`src/sv/primitive_vertex_assembler_top_assert.svh`:
```
// ----------------------------------------------------------------------------
// Primitive vertex assembler assertion macros
// Shared concurrent assertion forms used by the assembler modules.
// ----------------------------------------------------------------------------
`ifndef PRIMITIVE_VERTEX_ASSEMBLER_TOP_ASSERT_SVH
`define PRIMITIVE_VERTEX_ASSEMBLER_TOP_ASSERT_SVH

// The property must hold at every clock edge outside reset.
`define PVA_ASSERT(lbl, clk, rst_n, prop, msg) \
    lbl: assert property (@(posedge clk) disable iff (!rst_n) prop) else $error(msg);

// The expression must never be true outside reset.
`define PVA_NEVER(lbl, clk, rst_n, expr, msg) \
    lbl: assert property (@(posedge clk) disable iff (!rst_n) !(expr)) else $error(msg);

`endif

```
`src/sv/pva_pkg.sv`:
```
// ----------------------------------------------------------------------------
// Primitive vertex assembler package
// Types and constants shared by the assembler front end, queue and back end.
// ----------------------------------------------------------------------------
package pva_pkg;

    localparam int QDEPTH = 4;

    typedef enum logic [1:0] {
        KIND_SET    = 2'd0,
        KIND_KICK   = 2'd1,
        KIND_NOKICK = 2'd2,
        KIND_NONE   = 2'd3
    } kind_t;

    typedef enum logic [2:0] {
        PRIM_POINT  = 3'd0,
        PRIM_LINE   = 3'd1,
        PRIM_LSTRIP = 3'd2,
        PRIM_TRI    = 3'd3,
        PRIM_TSTRIP = 3'd4,
        PRIM_FAN    = 3'd5,
        PRIM_SPRITE = 3'd6,
        PRIM_BAD    = 3'd7
    } prim_t;

    typedef enum logic {
        REG_USE_PRIM = 1'b0,
        REG_MODE     = 1'b1
    } reg_idx_t;

    typedef struct packed {
        logic [11:0] pos_x;
        logic [11:0] pos_y;
        logic [31:0] pos_z;
        logic [63:0] color_q;
        logic [63:0] tex_st;
        logic [9:0]  tex_u;
        logic [9:0]  tex_v;
        logic [7:0]  fog;
    } vertex_t;

    // One primitive to emit: up to three vertices plus shared fields.
    typedef struct packed {
        vertex_t [2:0] vtx;
        logic [1:0]    num;
        logic [2:0]    prim_type;
        logic [7:0]    attr;
        logic          bad;
    } cmd_t;

    typedef struct packed {
        logic [2:0]  prim_type;
        vertex_t     vtx;
        logic [7:0]  attr;
        logic        bad_prim;
        logic        last_vertex;
    } result_t;

endpackage

```
`src/sv/pva_if.sv`:
```
// ----------------------------------------------------------------------------
// Primitive vertex assembler channels
// Valid/ready interfaces for input items and emitted vertex results.
// ----------------------------------------------------------------------------
interface pva_in_if;
    logic        valid;
    logic        ready;
    logic [1:0]  kind;
    logic [10:0] prim_word;
    logic [63:0] xyz_word;
    logic [63:0] rgbaq_word;
    logic [63:0] st_word;
    logic [29:0] uv_word;
    logic [7:0]  fog_value;

    modport source (output valid, kind, prim_word, xyz_word, rgbaq_word, st_word,
                    uv_word, fog_value, input ready);
    modport sink (input valid, kind, prim_word, xyz_word, rgbaq_word, st_word,
                  uv_word, fog_value, output ready);
endinterface

interface pva_out_if;
    logic        valid;
    logic        ready;
    logic [2:0]  prim_type;
    logic [11:0] pos_x;
    logic [11:0] pos_y;
    logic [31:0] pos_z;
    logic [63:0] color_q;
    logic [63:0] tex_st;
    logic [9:0]  tex_u;
    logic [9:0]  tex_v;
    logic [7:0]  fog_out;
    logic [7:0]  attr_flags;
    logic        bad_prim;
    logic        last_vertex;

    modport source (output valid, prim_type, pos_x, pos_y, pos_z, color_q, tex_st,
                    tex_u, tex_v, fog_out, attr_flags, bad_prim, last_vertex,
                    input ready);
    modport sink (input valid, prim_type, pos_x, pos_y, pos_z, color_q, tex_st,
                  tex_u, tex_v, fog_out, attr_flags, bad_prim, last_vertex,
                  output ready);
endinterface

```
`src/sv/pva_front.sv`:
```
// ----------------------------------------------------------------------------
// Primitive vertex assembler front end
// Accepts items, keeps the vertex queue and builds one command per primitive.
// ----------------------------------------------------------------------------
`include "primitive_vertex_assembler_top_assert.svh"

module pva_front
    import pva_pkg::*;
(
    input  logic        clk,
    input  logic        rst_n,
    pva_in_if.sink      in_ch,
    input  logic        use_prim_attr,
    input  logic [10:0] mode_attr,
    output cmd_t        cmd,
    output logic        cmd_push,
    input  logic        cmd_full
);

    vertex_t     vtx_reg [QDEPTH];
    vertex_t     vtx_next [QDEPTH];
    vertex_t     upd [QDEPTH];
    vertex_t     new_vtx;
    logic [2:0]  count_reg;
    logic [2:0]  count_next;
    logic [10:0] prim_reg;
    logic [10:0] attr_word;
    prim_t       ptype;
    logic [1:0]  slot;
    logic [2:0]  n;
    logic [1:0]  sel0, sel1, sel2;
    logic [1:0]  emit_num;
    logic        accept;
    logic        is_vertex;
    logic        is_bad;

    assign in_ch.ready = !cmd_full;
    assign accept      = in_ch.valid && in_ch.ready;
    assign is_vertex   = (in_ch.kind == KIND_KICK) || (in_ch.kind == KIND_NOKICK);
    assign ptype       = prim_t'(prim_reg[2:0]);
    assign is_bad      = (ptype == PRIM_BAD);
    assign attr_word   = use_prim_attr ? prim_reg : mode_attr;
    assign slot        = count_reg[1:0];
    assign n           = {1'b0, slot} + 3'd1;

    // Fixed-point positions and texel coordinates keep their integer parts.
    always_comb
    begin
        new_vtx.pos_x   = in_ch.xyz_word[15:4];
        new_vtx.pos_y   = in_ch.xyz_word[31:20];
        new_vtx.pos_z   = in_ch.xyz_word[63:32];
        new_vtx.color_q = in_ch.rgbaq_word;
        new_vtx.tex_st  = in_ch.st_word;
        new_vtx.tex_u   = in_ch.uv_word[13:4];
        new_vtx.tex_v   = in_ch.uv_word[29:20];
        new_vtx.fog     = in_ch.fog_value;
    end

    always_comb
    begin
        for (int i = 0; i < QDEPTH; i++)
        begin
            upd[i] = (slot == 2'(i)) ? new_vtx : vtx_reg[i];
        end
    end

    always_comb
    begin
        vtx_next   = upd;
        count_next = n;
        sel0       = 2'd0;
        sel1       = 2'd1;
        sel2       = 2'd2;
        emit_num   = 2'd0;
        case (ptype)
            PRIM_POINT:
            begin
                if (n == 3'd1)
                begin
                    emit_num   = 2'd1;
                    count_next = 3'd0;
                end
            end
            PRIM_LINE, PRIM_SPRITE:
            begin
                if (n == 3'd2)
                begin
                    emit_num   = 2'd2;
                    count_next = 3'd0;
                end
            end
            PRIM_LSTRIP:
            begin
                if (n == 3'd2)
                begin
                    emit_num = 2'd2;
                end
                else if (n == 3'd3)
                begin
                    emit_num    = 2'd2;
                    sel0        = 2'd1;
                    sel1        = 2'd2;
                    vtx_next[0] = upd[1];
                    vtx_next[1] = upd[2];
                    count_next  = 3'd2;
                end
            end
            PRIM_TRI:
            begin
                if (n == 3'd3)
                begin
                    emit_num   = 2'd3;
                    count_next = 3'd0;
                end
            end
            PRIM_TSTRIP:
            begin
                if (n == 3'd3)
                begin
                    emit_num = 2'd3;
                end
                else if (n == 3'd4)
                begin
                    emit_num    = 2'd3;
                    sel0        = 2'd1;
                    sel1        = 2'd2;
                    sel2        = 2'd3;
                    vtx_next[0] = upd[1];
                    vtx_next[1] = upd[2];
                    vtx_next[2] = upd[3];
                    count_next  = 3'd3;
                end
            end
            PRIM_FAN:
            begin
                if (n == 3'd3)
                begin
                    emit_num = 2'd3;
                end
                else if (n == 3'd4)
                begin
                    // The fan center stays in entry zero.
                    emit_num    = 2'd3;
                    sel1        = 2'd2;
                    sel2        = 2'd3;
                    vtx_next[1] = upd[2];
                    vtx_next[2] = upd[3];
                    count_next  = 3'd3;
                end
            end
            default:
            begin
                // Reserved type: the vertex is dropped and the queue emptied.
                vtx_next   = vtx_reg;
                count_next = 3'd0;
            end
        endcase
        if (count_next == 3'(QDEPTH))
        begin
            count_next = 3'd0;
        end
    end

    always_comb
    begin
        if (is_bad)
        begin
            cmd.vtx       = '0;
            cmd.num       = 2'd1;
            cmd.prim_type = PRIM_BAD;
            cmd.attr      = 8'd0;
            cmd.bad       = 1'b1;
        end
        else
        begin
            cmd.vtx[0]    = upd[sel0];
            cmd.vtx[1]    = upd[sel1];
            cmd.vtx[2]    = upd[sel2];
            cmd.num       = emit_num;
            cmd.prim_type = prim_reg[2:0];
            cmd.attr      = attr_word[10:3];
            cmd.bad       = 1'b0;
        end
    end

    assign cmd_push = accept && is_vertex &&
                      (is_bad || ((in_ch.kind == KIND_KICK) && (emit_num != 2'd0)));

    always_ff @(posedge clk or negedge rst_n)
    begin
        if (!rst_n)
        begin
            count_reg <= 3'd0;
            prim_reg  <= 11'd0;
        end
        else if (accept)
        begin
            if (in_ch.kind == KIND_SET)
            begin
                prim_reg  <= in_ch.prim_word;
                count_reg <= 3'd0;
            end
            else if (is_vertex)
            begin
                count_reg <= count_next;
            end
        end
    end

    always_ff @(posedge clk)
    begin
        if (accept && is_vertex)
        begin
            vtx_reg <= vtx_next;
        end
    end

    `PVA_ASSERT(a_push_room, clk, rst_n, cmd_push |-> !cmd_full, "command pushed into full queue")
    `PVA_ASSERT(a_set_clears, clk, rst_n, (accept && in_ch.kind == KIND_SET) |=> count_reg == 3'd0, "primitive set did not empty the vertex queue")
    `PVA_NEVER(a_count_range, clk, rst_n, count_reg > 3'd3, "vertex count beyond queue depth")

endmodule

```
`src/sv/pva_cmd_fifo.sv`:
```
// ----------------------------------------------------------------------------
// Primitive vertex assembler command queue
// Short first-in first-out queue of primitive commands between front and back.
// ----------------------------------------------------------------------------
module pva_cmd_fifo
    import pva_pkg::*;
#(
    parameter int DEPTH = 2
)
(
    input  logic clk,
    input  logic rst_n,
    input  logic push,
    input  cmd_t din,
    input  logic pop,
    output cmd_t dout,
    output logic full,
    output logic empty
);

    localparam int PW = (DEPTH > 1) ? $clog2(DEPTH) : 1;
    localparam int CW = $clog2(DEPTH + 1);

    cmd_t          mem_reg [DEPTH];
    logic [PW-1:0] wr_ptr_reg, wr_ptr_next;
    logic [PW-1:0] rd_ptr_reg, rd_ptr_next;
    logic [CW-1:0] cnt_reg, cnt_next;
    logic          do_push, do_pop;

    assign full    = (cnt_reg == CW'(DEPTH));
    assign empty   = (cnt_reg == '0);
    assign do_push = push && !full;
    assign do_pop  = pop && !empty;
    assign dout    = mem_reg[rd_ptr_reg];

    always_comb
    begin
        wr_ptr_next = wr_ptr_reg;
        rd_ptr_next = rd_ptr_reg;
        cnt_next    = cnt_reg;
        if (do_push)
        begin
            wr_ptr_next = (wr_ptr_reg == PW'(DEPTH - 1)) ? '0 : wr_ptr_reg + 1'b1;
        end
        if (do_pop)
        begin
            rd_ptr_next = (rd_ptr_reg == PW'(DEPTH - 1)) ? '0 : rd_ptr_reg + 1'b1;
        end
        if (do_push && !do_pop)
        begin
            cnt_next = cnt_reg + 1'b1;
        end
        else if (do_pop && !do_push)
        begin
            cnt_next = cnt_reg - 1'b1;
        end
    end

    always_ff @(posedge clk or negedge rst_n)
    begin
        if (!rst_n)
        begin
            wr_ptr_reg <= '0;
            rd_ptr_reg <= '0;
            cnt_reg    <= '0;
        end
        else
        begin
            wr_ptr_reg <= wr_ptr_next;
            rd_ptr_reg <= rd_ptr_next;
            cnt_reg    <= cnt_next;
        end
    end

    always_ff @(posedge clk)
    begin
        if (do_push)
        begin
            mem_reg[wr_ptr_reg] <= din;
        end
    end

endmodule

```
`src/sv/pva_back.sv`:
```
// ----------------------------------------------------------------------------
// Primitive vertex assembler back end
// Walks each queued command and emits its vertices, one result per cycle while the receiver accepts them.
// ----------------------------------------------------------------------------
`include "primitive_vertex_assembler_top_assert.svh"

module pva_back
    import pva_pkg::*;
(
    input  logic   clk,
    input  logic   rst_n,
    input  cmd_t   head,
    input  logic   fifo_empty,
    output logic   pop,
    pva_out_if.source out_ch
);

    logic [1:0] idx_reg, idx_next;
    logic       out_valid_reg;
    result_t    res_reg;
    result_t    res_next;
    logic       load;
    logic       last;

    assign load = !fifo_empty && (!out_valid_reg || out_ch.ready);
    assign last = (idx_reg == 2'(head.num - 2'd1));
    assign pop  = load && last;

    always_comb
    begin
        idx_next = idx_reg;
        if (load)
        begin
            idx_next = last ? 2'd0 : idx_reg + 2'd1;
        end
    end

    always_comb
    begin
        res_next.prim_type   = head.prim_type;
        res_next.vtx         = head.vtx[idx_reg];
        res_next.attr        = head.attr;
        res_next.bad_prim    = head.bad;
        res_next.last_vertex = last;
    end

    always_ff @(posedge clk or negedge rst_n)
    begin
        if (!rst_n)
        begin
            idx_reg       <= 2'd0;
            out_valid_reg <= 1'b0;
        end
        else
        begin
            idx_reg <= idx_next;
            if (load)
            begin
                out_valid_reg <= 1'b1;
            end
            else if (out_ch.ready)
            begin
                out_valid_reg <= 1'b0;
            end
        end
    end

    always_ff @(posedge clk)
    begin
        if (load)
        begin
            res_reg <= res_next;
        end
    end

    assign out_ch.valid       = out_valid_reg;
    assign out_ch.prim_type   = res_reg.prim_type;
    assign out_ch.pos_x       = res_reg.vtx.pos_x;
    assign out_ch.pos_y       = res_reg.vtx.pos_y;
    assign out_ch.pos_z       = res_reg.vtx.pos_z;
    assign out_ch.color_q     = res_reg.vtx.color_q;
    assign out_ch.tex_st      = res_reg.vtx.tex_st;
    assign out_ch.tex_u       = res_reg.vtx.tex_u;
    assign out_ch.tex_v       = res_reg.vtx.tex_v;
    assign out_ch.fog_out     = res_reg.vtx.fog;
    assign out_ch.attr_flags  = res_reg.attr;
    assign out_ch.bad_prim    = res_reg.bad_prim;
    assign out_ch.last_vertex = res_reg.last_vertex;

    `PVA_ASSERT(a_idx_range, clk, rst_n, !fifo_empty |-> (idx_reg < head.num), "vertex index past end of command")
    `PVA_ASSERT(a_pop_restart, clk, rst_n, pop |=> idx_reg == 2'd0, "vertex index not reset after command")
    `PVA_ASSERT(a_bad_single, clk, rst_n, (out_valid_reg && res_reg.bad_prim) |-> res_reg.last_vertex, "error result not marked last")

endmodule

```
`src/sv/primitive_vertex_assembler_top.sv`:
```
// ----------------------------------------------------------------------------
// Primitive vertex assembler top level
// Configuration registers and the front end, command queue and back end.
// ----------------------------------------------------------------------------
// The front end takes one item per cycle while the command queue has room;
// set-primitive items and vertices that complete nothing push no command. The
// back end emits one vertex result per cycle while the receiver is ready, so a
// completed primitive yields as many results as it has vertices: one for a
// point or error result, two for a line, line-strip step or sprite, and three
// for a triangle, triangle-strip or fan step. Results leave through a
// registered output; the command queue lets the front end keep accepting
// while results are stalled, until the queue fills.
module primitive_vertex_assembler_top
    import pva_pkg::*;
#(
    parameter int CMD_DEPTH = 2
)
(
    input  logic        clk,
    input  logic        rst_n,
    input  logic        psel,
    input  logic        penable,
    input  logic        pwrite,
    input  logic [2:0]  paddr,
    input  logic [31:0] pwdata,
    output logic [31:0] prdata,
    output logic        pready,
    pva_in_if.sink      in_ch,
    pva_out_if.source   out_ch
);

    logic        use_prim_reg;
    logic [10:0] mode_attr_reg;
    logic        cfg_wr;
    reg_idx_t    cfg_idx;
    cmd_t        cmd;
    cmd_t        head;
    logic        cmd_push;
    logic        cmd_pop;
    logic        cmd_full;
    logic        cmd_empty;

    assign pready  = 1'b1;
    assign cfg_wr  = psel && penable && pwrite && pready;
    assign cfg_idx = reg_idx_t'(paddr[2]);

    always_ff @(posedge clk or negedge rst_n)
    begin
        if (!rst_n)
        begin
            use_prim_reg  <= 1'b0;
            mode_attr_reg <= 11'd0;
        end
        else if (cfg_wr)
        begin
            case (cfg_idx)
                REG_USE_PRIM: use_prim_reg  <= pwdata[0];
                REG_MODE:     mode_attr_reg <= pwdata[10:0];
                default:      ;
            endcase
        end
    end

    always_comb
    begin
        case (cfg_idx)
            REG_USE_PRIM: prdata = {31'd0, use_prim_reg};
            REG_MODE:     prdata = {21'd0, mode_attr_reg};
            default:      prdata = 32'd0;
        endcase
    end

    pva_front u_front (
        .clk           (clk),
        .rst_n         (rst_n),
        .in_ch         (in_ch),
        .use_prim_attr (use_prim_reg),
        .mode_attr     (mode_attr_reg),
        .cmd           (cmd),
        .cmd_push      (cmd_push),
        .cmd_full      (cmd_full)
    );

    pva_cmd_fifo #(
        .DEPTH (CMD_DEPTH)
    ) u_cmd_fifo (
        .clk   (clk),
        .rst_n (rst_n),
        .push  (cmd_push),
        .din   (cmd),
        .pop   (cmd_pop),
        .dout  (head),
        .full  (cmd_full),
        .empty (cmd_empty)
    );

    pva_back u_back (
        .clk        (clk),
        .rst_n      (rst_n),
        .head       (head),
        .fifo_empty (cmd_empty),
        .pop        (cmd_pop),
        .out_ch     (out_ch)
    );

endmodule

```
`src/flat_wrapper.sv`:
```
// flat-port wrapper written by rule: the top's interface ports become plain ports
module primitive_vertex_assembler_top_flat import pva_pkg::*;
#(
    parameter int CMD_DEPTH = 2
)
  (clk, rst_n, psel, penable, pwrite, paddr, pwdata, prdata, pready, in_ch_valid, in_ch_kind, in_ch_prim_word, in_ch_xyz_word, in_ch_rgbaq_word, in_ch_st_word, in_ch_uv_word, in_ch_fog_value, in_ch_ready, out_ch_valid, out_ch_prim_type, out_ch_pos_x, out_ch_pos_y, out_ch_pos_z, out_ch_color_q, out_ch_tex_st, out_ch_tex_u, out_ch_tex_v, out_ch_fog_out, out_ch_attr_flags, out_ch_bad_prim, out_ch_last_vertex, out_ch_ready);
  pva_in_if in_ch_i ();
  pva_out_if out_ch_i ();
  input  logic clk;
  input  logic rst_n;
  input  logic psel;
  input  logic penable;
  input  logic pwrite;
  input  logic [2:0] paddr;
  input  logic [31:0] pwdata;
  output logic [31:0] prdata;
  output logic pready;
  input wire logic [$bits(in_ch_i.valid)-1:0] in_ch_valid;
  input wire logic [$bits(in_ch_i.kind)-1:0] in_ch_kind;
  input wire logic [$bits(in_ch_i.prim_word)-1:0] in_ch_prim_word;
  input wire logic [$bits(in_ch_i.xyz_word)-1:0] in_ch_xyz_word;
  input wire logic [$bits(in_ch_i.rgbaq_word)-1:0] in_ch_rgbaq_word;
  input wire logic [$bits(in_ch_i.st_word)-1:0] in_ch_st_word;
  input wire logic [$bits(in_ch_i.uv_word)-1:0] in_ch_uv_word;
  input wire logic [$bits(in_ch_i.fog_value)-1:0] in_ch_fog_value;
  output wire logic [$bits(in_ch_i.ready)-1:0] in_ch_ready;
  output wire logic [$bits(out_ch_i.valid)-1:0] out_ch_valid;
  output wire logic [$bits(out_ch_i.prim_type)-1:0] out_ch_prim_type;
  output wire logic [$bits(out_ch_i.pos_x)-1:0] out_ch_pos_x;
  output wire logic [$bits(out_ch_i.pos_y)-1:0] out_ch_pos_y;
  output wire logic [$bits(out_ch_i.pos_z)-1:0] out_ch_pos_z;
  output wire logic [$bits(out_ch_i.color_q)-1:0] out_ch_color_q;
  output wire logic [$bits(out_ch_i.tex_st)-1:0] out_ch_tex_st;
  output wire logic [$bits(out_ch_i.tex_u)-1:0] out_ch_tex_u;
  output wire logic [$bits(out_ch_i.tex_v)-1:0] out_ch_tex_v;
  output wire logic [$bits(out_ch_i.fog_out)-1:0] out_ch_fog_out;
  output wire logic [$bits(out_ch_i.attr_flags)-1:0] out_ch_attr_flags;
  output wire logic [$bits(out_ch_i.bad_prim)-1:0] out_ch_bad_prim;
  output wire logic [$bits(out_ch_i.last_vertex)-1:0] out_ch_last_vertex;
  input wire logic [$bits(out_ch_i.ready)-1:0] out_ch_ready;
  assign in_ch_i.valid = in_ch_valid;
  assign in_ch_i.kind = in_ch_kind;
  assign in_ch_i.prim_word = in_ch_prim_word;
  assign in_ch_i.xyz_word = in_ch_xyz_word;
  assign in_ch_i.rgbaq_word = in_ch_rgbaq_word;
  assign in_ch_i.st_word = in_ch_st_word;
  assign in_ch_i.uv_word = in_ch_uv_word;
  assign in_ch_i.fog_value = in_ch_fog_value;
  assign in_ch_ready = in_ch_i.ready;
  assign out_ch_valid = out_ch_i.valid;
  assign out_ch_prim_type = out_ch_i.prim_type;
  assign out_ch_pos_x = out_ch_i.pos_x;
  assign out_ch_pos_y = out_ch_i.pos_y;
  assign out_ch_pos_z = out_ch_i.pos_z;
  assign out_ch_color_q = out_ch_i.color_q;
  assign out_ch_tex_st = out_ch_i.tex_st;
  assign out_ch_tex_u = out_ch_i.tex_u;
  assign out_ch_tex_v = out_ch_i.tex_v;
  assign out_ch_fog_out = out_ch_i.fog_out;
  assign out_ch_attr_flags = out_ch_i.attr_flags;
  assign out_ch_bad_prim = out_ch_i.bad_prim;
  assign out_ch_last_vertex = out_ch_i.last_vertex;
  assign out_ch_i.ready = out_ch_ready;
  primitive_vertex_assembler_top #(.CMD_DEPTH(CMD_DEPTH)) u_core (.clk(clk), .rst_n(rst_n), .psel(psel), .penable(penable), .pwrite(pwrite), .paddr(paddr), .pwdata(pwdata), .prdata(prdata), .pready(pready), .in_ch(in_ch_i), .out_ch(out_ch_i));
endmodule
```
`config.mk`:
```
export PLATFORM = sky130hd
export DESIGN_NAME = primitive_vertex_assembler_top_flat
export DESIGN_NICKNAME = d
export VERILOG_FILES = /design/src/sv/pva_pkg.sv /design/src/sv/pva_if.sv /design/src/sv/pva_front.sv /design/src/sv/pva_cmd_fifo.sv /design/src/sv/pva_back.sv /design/src/sv/primitive_vertex_assembler_top.sv /design/src/flat_wrapper.sv
export VERILOG_INCLUDE_DIRS = /design/src /design/src/sv
export SDC_FILE = /design/constraint.sdc
export NUM_CORES = 2
export LEC_CHECK = 0
export CAP_MARGIN = 0
export CORE_ASPECT_RATIO = 1.2
export CORE_MARGIN = 2
export CORE_UTILIZATION = 55
export CTS_CLUSTER_DIAMETER = 30
export DETAILED_ROUTE_END_ITERATION = 12
export DONT_BUFFER_PORTS = 1
export PLACE_DENSITY = 0.73
export SYNTH_ARGS = -nofsm -noshare
export SYNTH_HDL_FRONTEND = slang
export SYNTH_HIERARCHICAL = 1
export SYNTH_SLANG_ARGS = --single-unit
export TNS_END_PERCENT = 50
```
`constraint.sdc`:
```
create_clock -name clk -period 28 [get_ports clk]
set_clock_uncertainty 0.05 [all_clocks]
set_input_delay 1.4 -clock clk [delete_from_list [all_inputs] [get_ports clk]]
set_output_delay 1.4 -clock clk [all_outputs]
set_load 0.01 [all_outputs]
```
==> flow_metrics.py <==
metrics = {
    "clock_tree": {
        "cts_tree": "yes",
        "path_clk_slew_ns": 0.05,
        "clock_path_buffers": 4,
        "ctsHoldBuffers": 0,
        "insertion_delay_ns": 0.92,
        "cts_buffers": 444,
        "cts.sinks": 2405,
        "postCtsSetupRepairBufs": 0,
        "cts_resized": 0,
        "cts_root_buf": "clkbuf_16",
        "htree_num_levels": 5,
    },
    "route": {
        "vias": 89304,
        "via_per_inst": 6.82,
        "drtIter0Drc": 10404,
        "drtAntennaViolNets": 0,
        "wl_per_cell_um": 29.2,
        "routed_wl_um": 382000,
        "drc": 0,
        "first_pass_iters": 10,
    },
    "synthesis": {
        "synth_edf_count": 2373,
        "yosysUniqueCellTypes": 62,
        "ys_seq_area_share_pct": 58.6,
        "synth_seq_cells": 2405,
        "synthCells": 10025,
        "synthArstFlopShare_pct": 1.33,
        "syn_area_um2": 123000,
        "syn_area_per_cell_um2": 12.3,
        "synth_ff_type": "edfxtp_1",
        "yosysWarnings": 6,
    },
    "grt": {
        "grt_pass1_wl_um": 555000,
        "grt_busiest_layer": "met2",
        "grt-ovfl-total": 0,
        "grt_util_met1_pct": 38.7,
        "grt_max_degree": 209,
        "grt_pass1_vias": 89529,
        "grt_usage_pct": 32.2,
        "grt_use_met3_pct": 7.39,
        "use_met2_pct": 54.0,
        "antenna_found_initial": 11,
    },
    "sta": {
        "maxSlewViolCount": 0,
        "rsz0062_at_grt": "false",
        "timing.fmax_mhz": 143,
        "setup_viol": 0,
        "period_share_pct": 24.9,
        "maxSlewHeadroom_pct": 6.52,
        "post-route-min-period_ns": 6.99,
        "finalSetupTns_ns": 0,
        "holdWs_ns": 0.137,
        "worst_pin_slew_ns": 1.40,
        "hold_viol": 0,
    },
    "outcome": {
        "status": "complete, no violations",
    },
    "die": {
        "initial_core_util_pct": 55.2,
        "dieArea_um2": 228000,
        "fp-row-count": 190,
        "die_h_um": 522,
        "boundaryPins": 545,
        "dieWidth_um": 436,
        "core_um2": 223000,
    },
    "cells_and_area": {
        "area_growth_pct": 13.6,
        "postLayoutCoreUtil_pct": 62.7,
        "nFillCells": 16503,
        "nNetsFinal": 10038,
        "multi_input_area_um2": 46300,
        "drive_gt1_share_pct": 16.2,
        "regArea_um2": 72100,
        "largest_reg_flops": 1300,
    },
    "power_and_ir_drop": {
        "pwr-share-seq_pct": 33.8,
        "power_density_nw_per_um2": 120,
        "share_comb_of_total_power_pct": 33.3,
        "intPower_mw": 10.7,
        "total_switching_power_mw": 6.02,
        "ir_drop_uv": 119,
        "p_leak_nw": 49.2,
        "netSwitchingFraction_pct": 36.0,
        "clock_power_share_pct": 32.9,
    },
    "worst_setup_path": {
        "critPathTopFamily": "buffers and inverters",
        "r2r_cells": 10,
        "arrival_ns": 7.42,
        "critPathMaxStageDelay_ns": 1.03,
        "critPathCaptureType": "flop",
        "startpoint_type": "flop",
        "path_buf_inv": 4,
        "critPathSlowestCell": "dfrtp_4",
        "crit_fanout": 75,
        "crit_chain": "buf_4, nor2b_4, o21ai_0, o2111ai_1, o21a_1, nand2_1, nor2_4, buf_4, buf_4, buf_4",
        "cp_common_cell": "buf_4",
        "worstSetupPathType": "flop to flop",
        "crit_required_ns": 28.44,
        "r2r_end": "u_core/u_cmd_fifo/mem_reg[0][359]",
        "r2r_start": "u_core/u_front/prim_reg[2]",
        "regToRegSetupSlack_ns": 21.01,
    },
    "run": {
        "cap_violations": 0,
    },
    "placement": {
        "gp_congestion": 0.815,
        "io_buffers": 0,
        "dp_hpwl_um": 191000,
    },
    "min_path": {
        "hold_path.class": "input port to async pin",
    },
}
-- layout by cell type, fill, tap and decap left out, types with 44 or more instances in the layout --
| cell | Yosys | routed |
|---|---|---|
| clkinv_2 | 0 | 59 |
| bufinv_16 | 0 | 64 |
| edfxtp_1 | 2373 | 2373 |
| o21ai_0 | 463 | 463 |
| nand2_1 | 1514 | 1511 |
| a31oi_1 | 186 | 186 |
| inv_1 | 197 | 195 |
| a21oi_1 | 215 | 214 |
| nor2_1 | 386 | 385 |
| o221ai_1 | 301 | 301 |
| mux2_2 | 694 | 694 |
| inv_6 | 0 | 44 |
| a32o_1 | 213 | 212 |
| o22ai_1 | 187 | 187 |
| mux2i_1 | 1254 | 1254 |
| nor2b_1 | 218 | 217 |
| o211ai_1 | 457 | 457 |
| nand2b_1 | 46 | 44 |
| clkinvlp_4 | 0 | 55 |
| clkinv_1 | 1 | 45 |
| a211oi_1 | 214 | 214 |
| o21ai_1 | 54 | 53 |
| clkbuf_16 | 0 | 454 |
| buf_4 | 99 | 127 |
-- worst max path at each step --
stage                               startpoint                                 to  slack [ns]  depth (start not counted)
finish              u_core/u_front/prim_reg[2]  u_core/u_cmd_fifo/mem_reg[0][359]       21.01                         10
global route        u_core/u_front/prim_reg[2]  u_core/u_cmd_fifo/mem_reg[0][583]       20.77                         10
CTS                 u_core/u_front/prim_reg[2]  u_core/u_cmd_fifo/mem_reg[0][583]       21.06                         10
detailed placement  u_core/u_front/prim_reg[2]  u_core/u_cmd_fifo/mem_reg[1][371]       21.09                          9
global placement    u_core/u_front/prim_reg[2]  u_core/u_cmd_fifo/mem_reg[0][368]       21.24                         10
floorplan                        in_ch_kind[1]    u_core/u_cmd_fifo/mem_reg[0][0]        8.36                          6
-- kinds of logic after synthesis --
| group | after synthesis | share of synthesized area (%) |
|---|---|---|
| multiplexers | 1958 | 16.7 |
| AND/OR/NAND/NOR | 2209 | 7.39 |
| adder cells (fa/ha/maj) | 12 | 0.122 |
| AO/OA/AOI/OAI | 2335 | 13.1 |
| XOR/XNOR | 7 | 0.0498 |
| buffers and inverters | 1097 | 4.06 |
| flip-flops | 2405 | 58.6 |
| other | 2 | 0.00610 |
-- per-stage QoR --
| step | instance area [um^2] | worst slack, ns | instances | power, mW |
|---|---|---|---|---|
| detailed placement | 124000 | 21.09 | 12271 | 11.1 |
| CTS | 140000 | 21.06 | 13098 | 16.6 |
| floorplan | 123000 | 8.36 | 10045 | 9.52 |
| global placement | 124000 | 21.24 | 12271 | 10.9 |
| global route | 140000 | 20.77 | 13101 | 17.3 |
| finish | 140000 | 21.01 | 13102 | 16.7 |
-- area by class of cell --
| type | instances | share of cell area (%) |
|---|---|---|
| flip-flops and latches | 2405 | 51.6 |
| multi-input cells | 6543 | 33.1 |
| clock buffers | 491 | 8.23 |
| clock inverters | 336 | 2.88 |
| well taps | 2976 | 2.66 |
| repair buffers | 149 | 0.997 |
| inverters | 198 | 0.542 |
| diodes | 4 | 0.00716 |
-- cell usage after synthesis (3+ instances only) --
master,number,area (um^2)
a32o_1,213,2130
and3_1,5,31.3
o21ai_1,54,270
o22ai_1,187,1170
buf_1,50,188
a21oi_1,215,1080
nand2b_1,46,288
a21boi_0,26,195
a211oi_1,214,1610
buf_2,283,1420
nor2b_1,218,1360
dfrtp_1,32,801
and2_1,12,75.1
nand3_1,11,55.1
o221ai_1,301,2640
a31oi_1,186,1160
clkbuf_1,445,1670
nand3b_1,3,22.5
nor3_1,3,15.0
mux2i_1,1254,12600
nor2_1,386,1450
o21ai_0,463,2320
xnor2_1,5,43.8
mux2_2,694,7820
ha_1,12,150
buf_6,20,225
o211ai_1,457,3430
edfxtp_1,2373,71300
buf_4,99,743
inv_1,197,739
nand2_1,1514,5680
mux2_4,10,150
-- metal layers --
layer,vias to the layer above,part of all wire [%]
li1,37936,-
met2,6108,48
met1,43813,35
met5,-,0.0055
met3,1443,12
met4,4,5.5
-- worst register-to-register path, stage by stage, from the launching register on --
cell       delay (ns)
dfrtp_4          1.03
buf_4            0.93
nor2b_4          0.36
o21ai_0          0.10
o2111ai_1        0.22
o21a_1           0.22
nand2_1          0.13
nor2_4           0.75
buf_4            0.87
buf_4            0.82
buf_4            1.02
-- power by group through the flow --
stage | clock network (mW) | registers (mW) | logic [mW]
detailed placement | 0 | 5.71 | 5.39
finish | 5.50 | 5.66 | 5.58
CTS | 5.54 | 5.65 | 5.44
global route | 5.71 | 5.70 | 5.88
global placement | 0 | 5.68 | 5.22
floorplan | 0 | 5.63 | 3.89
Power figures use the tool's default switching activity.
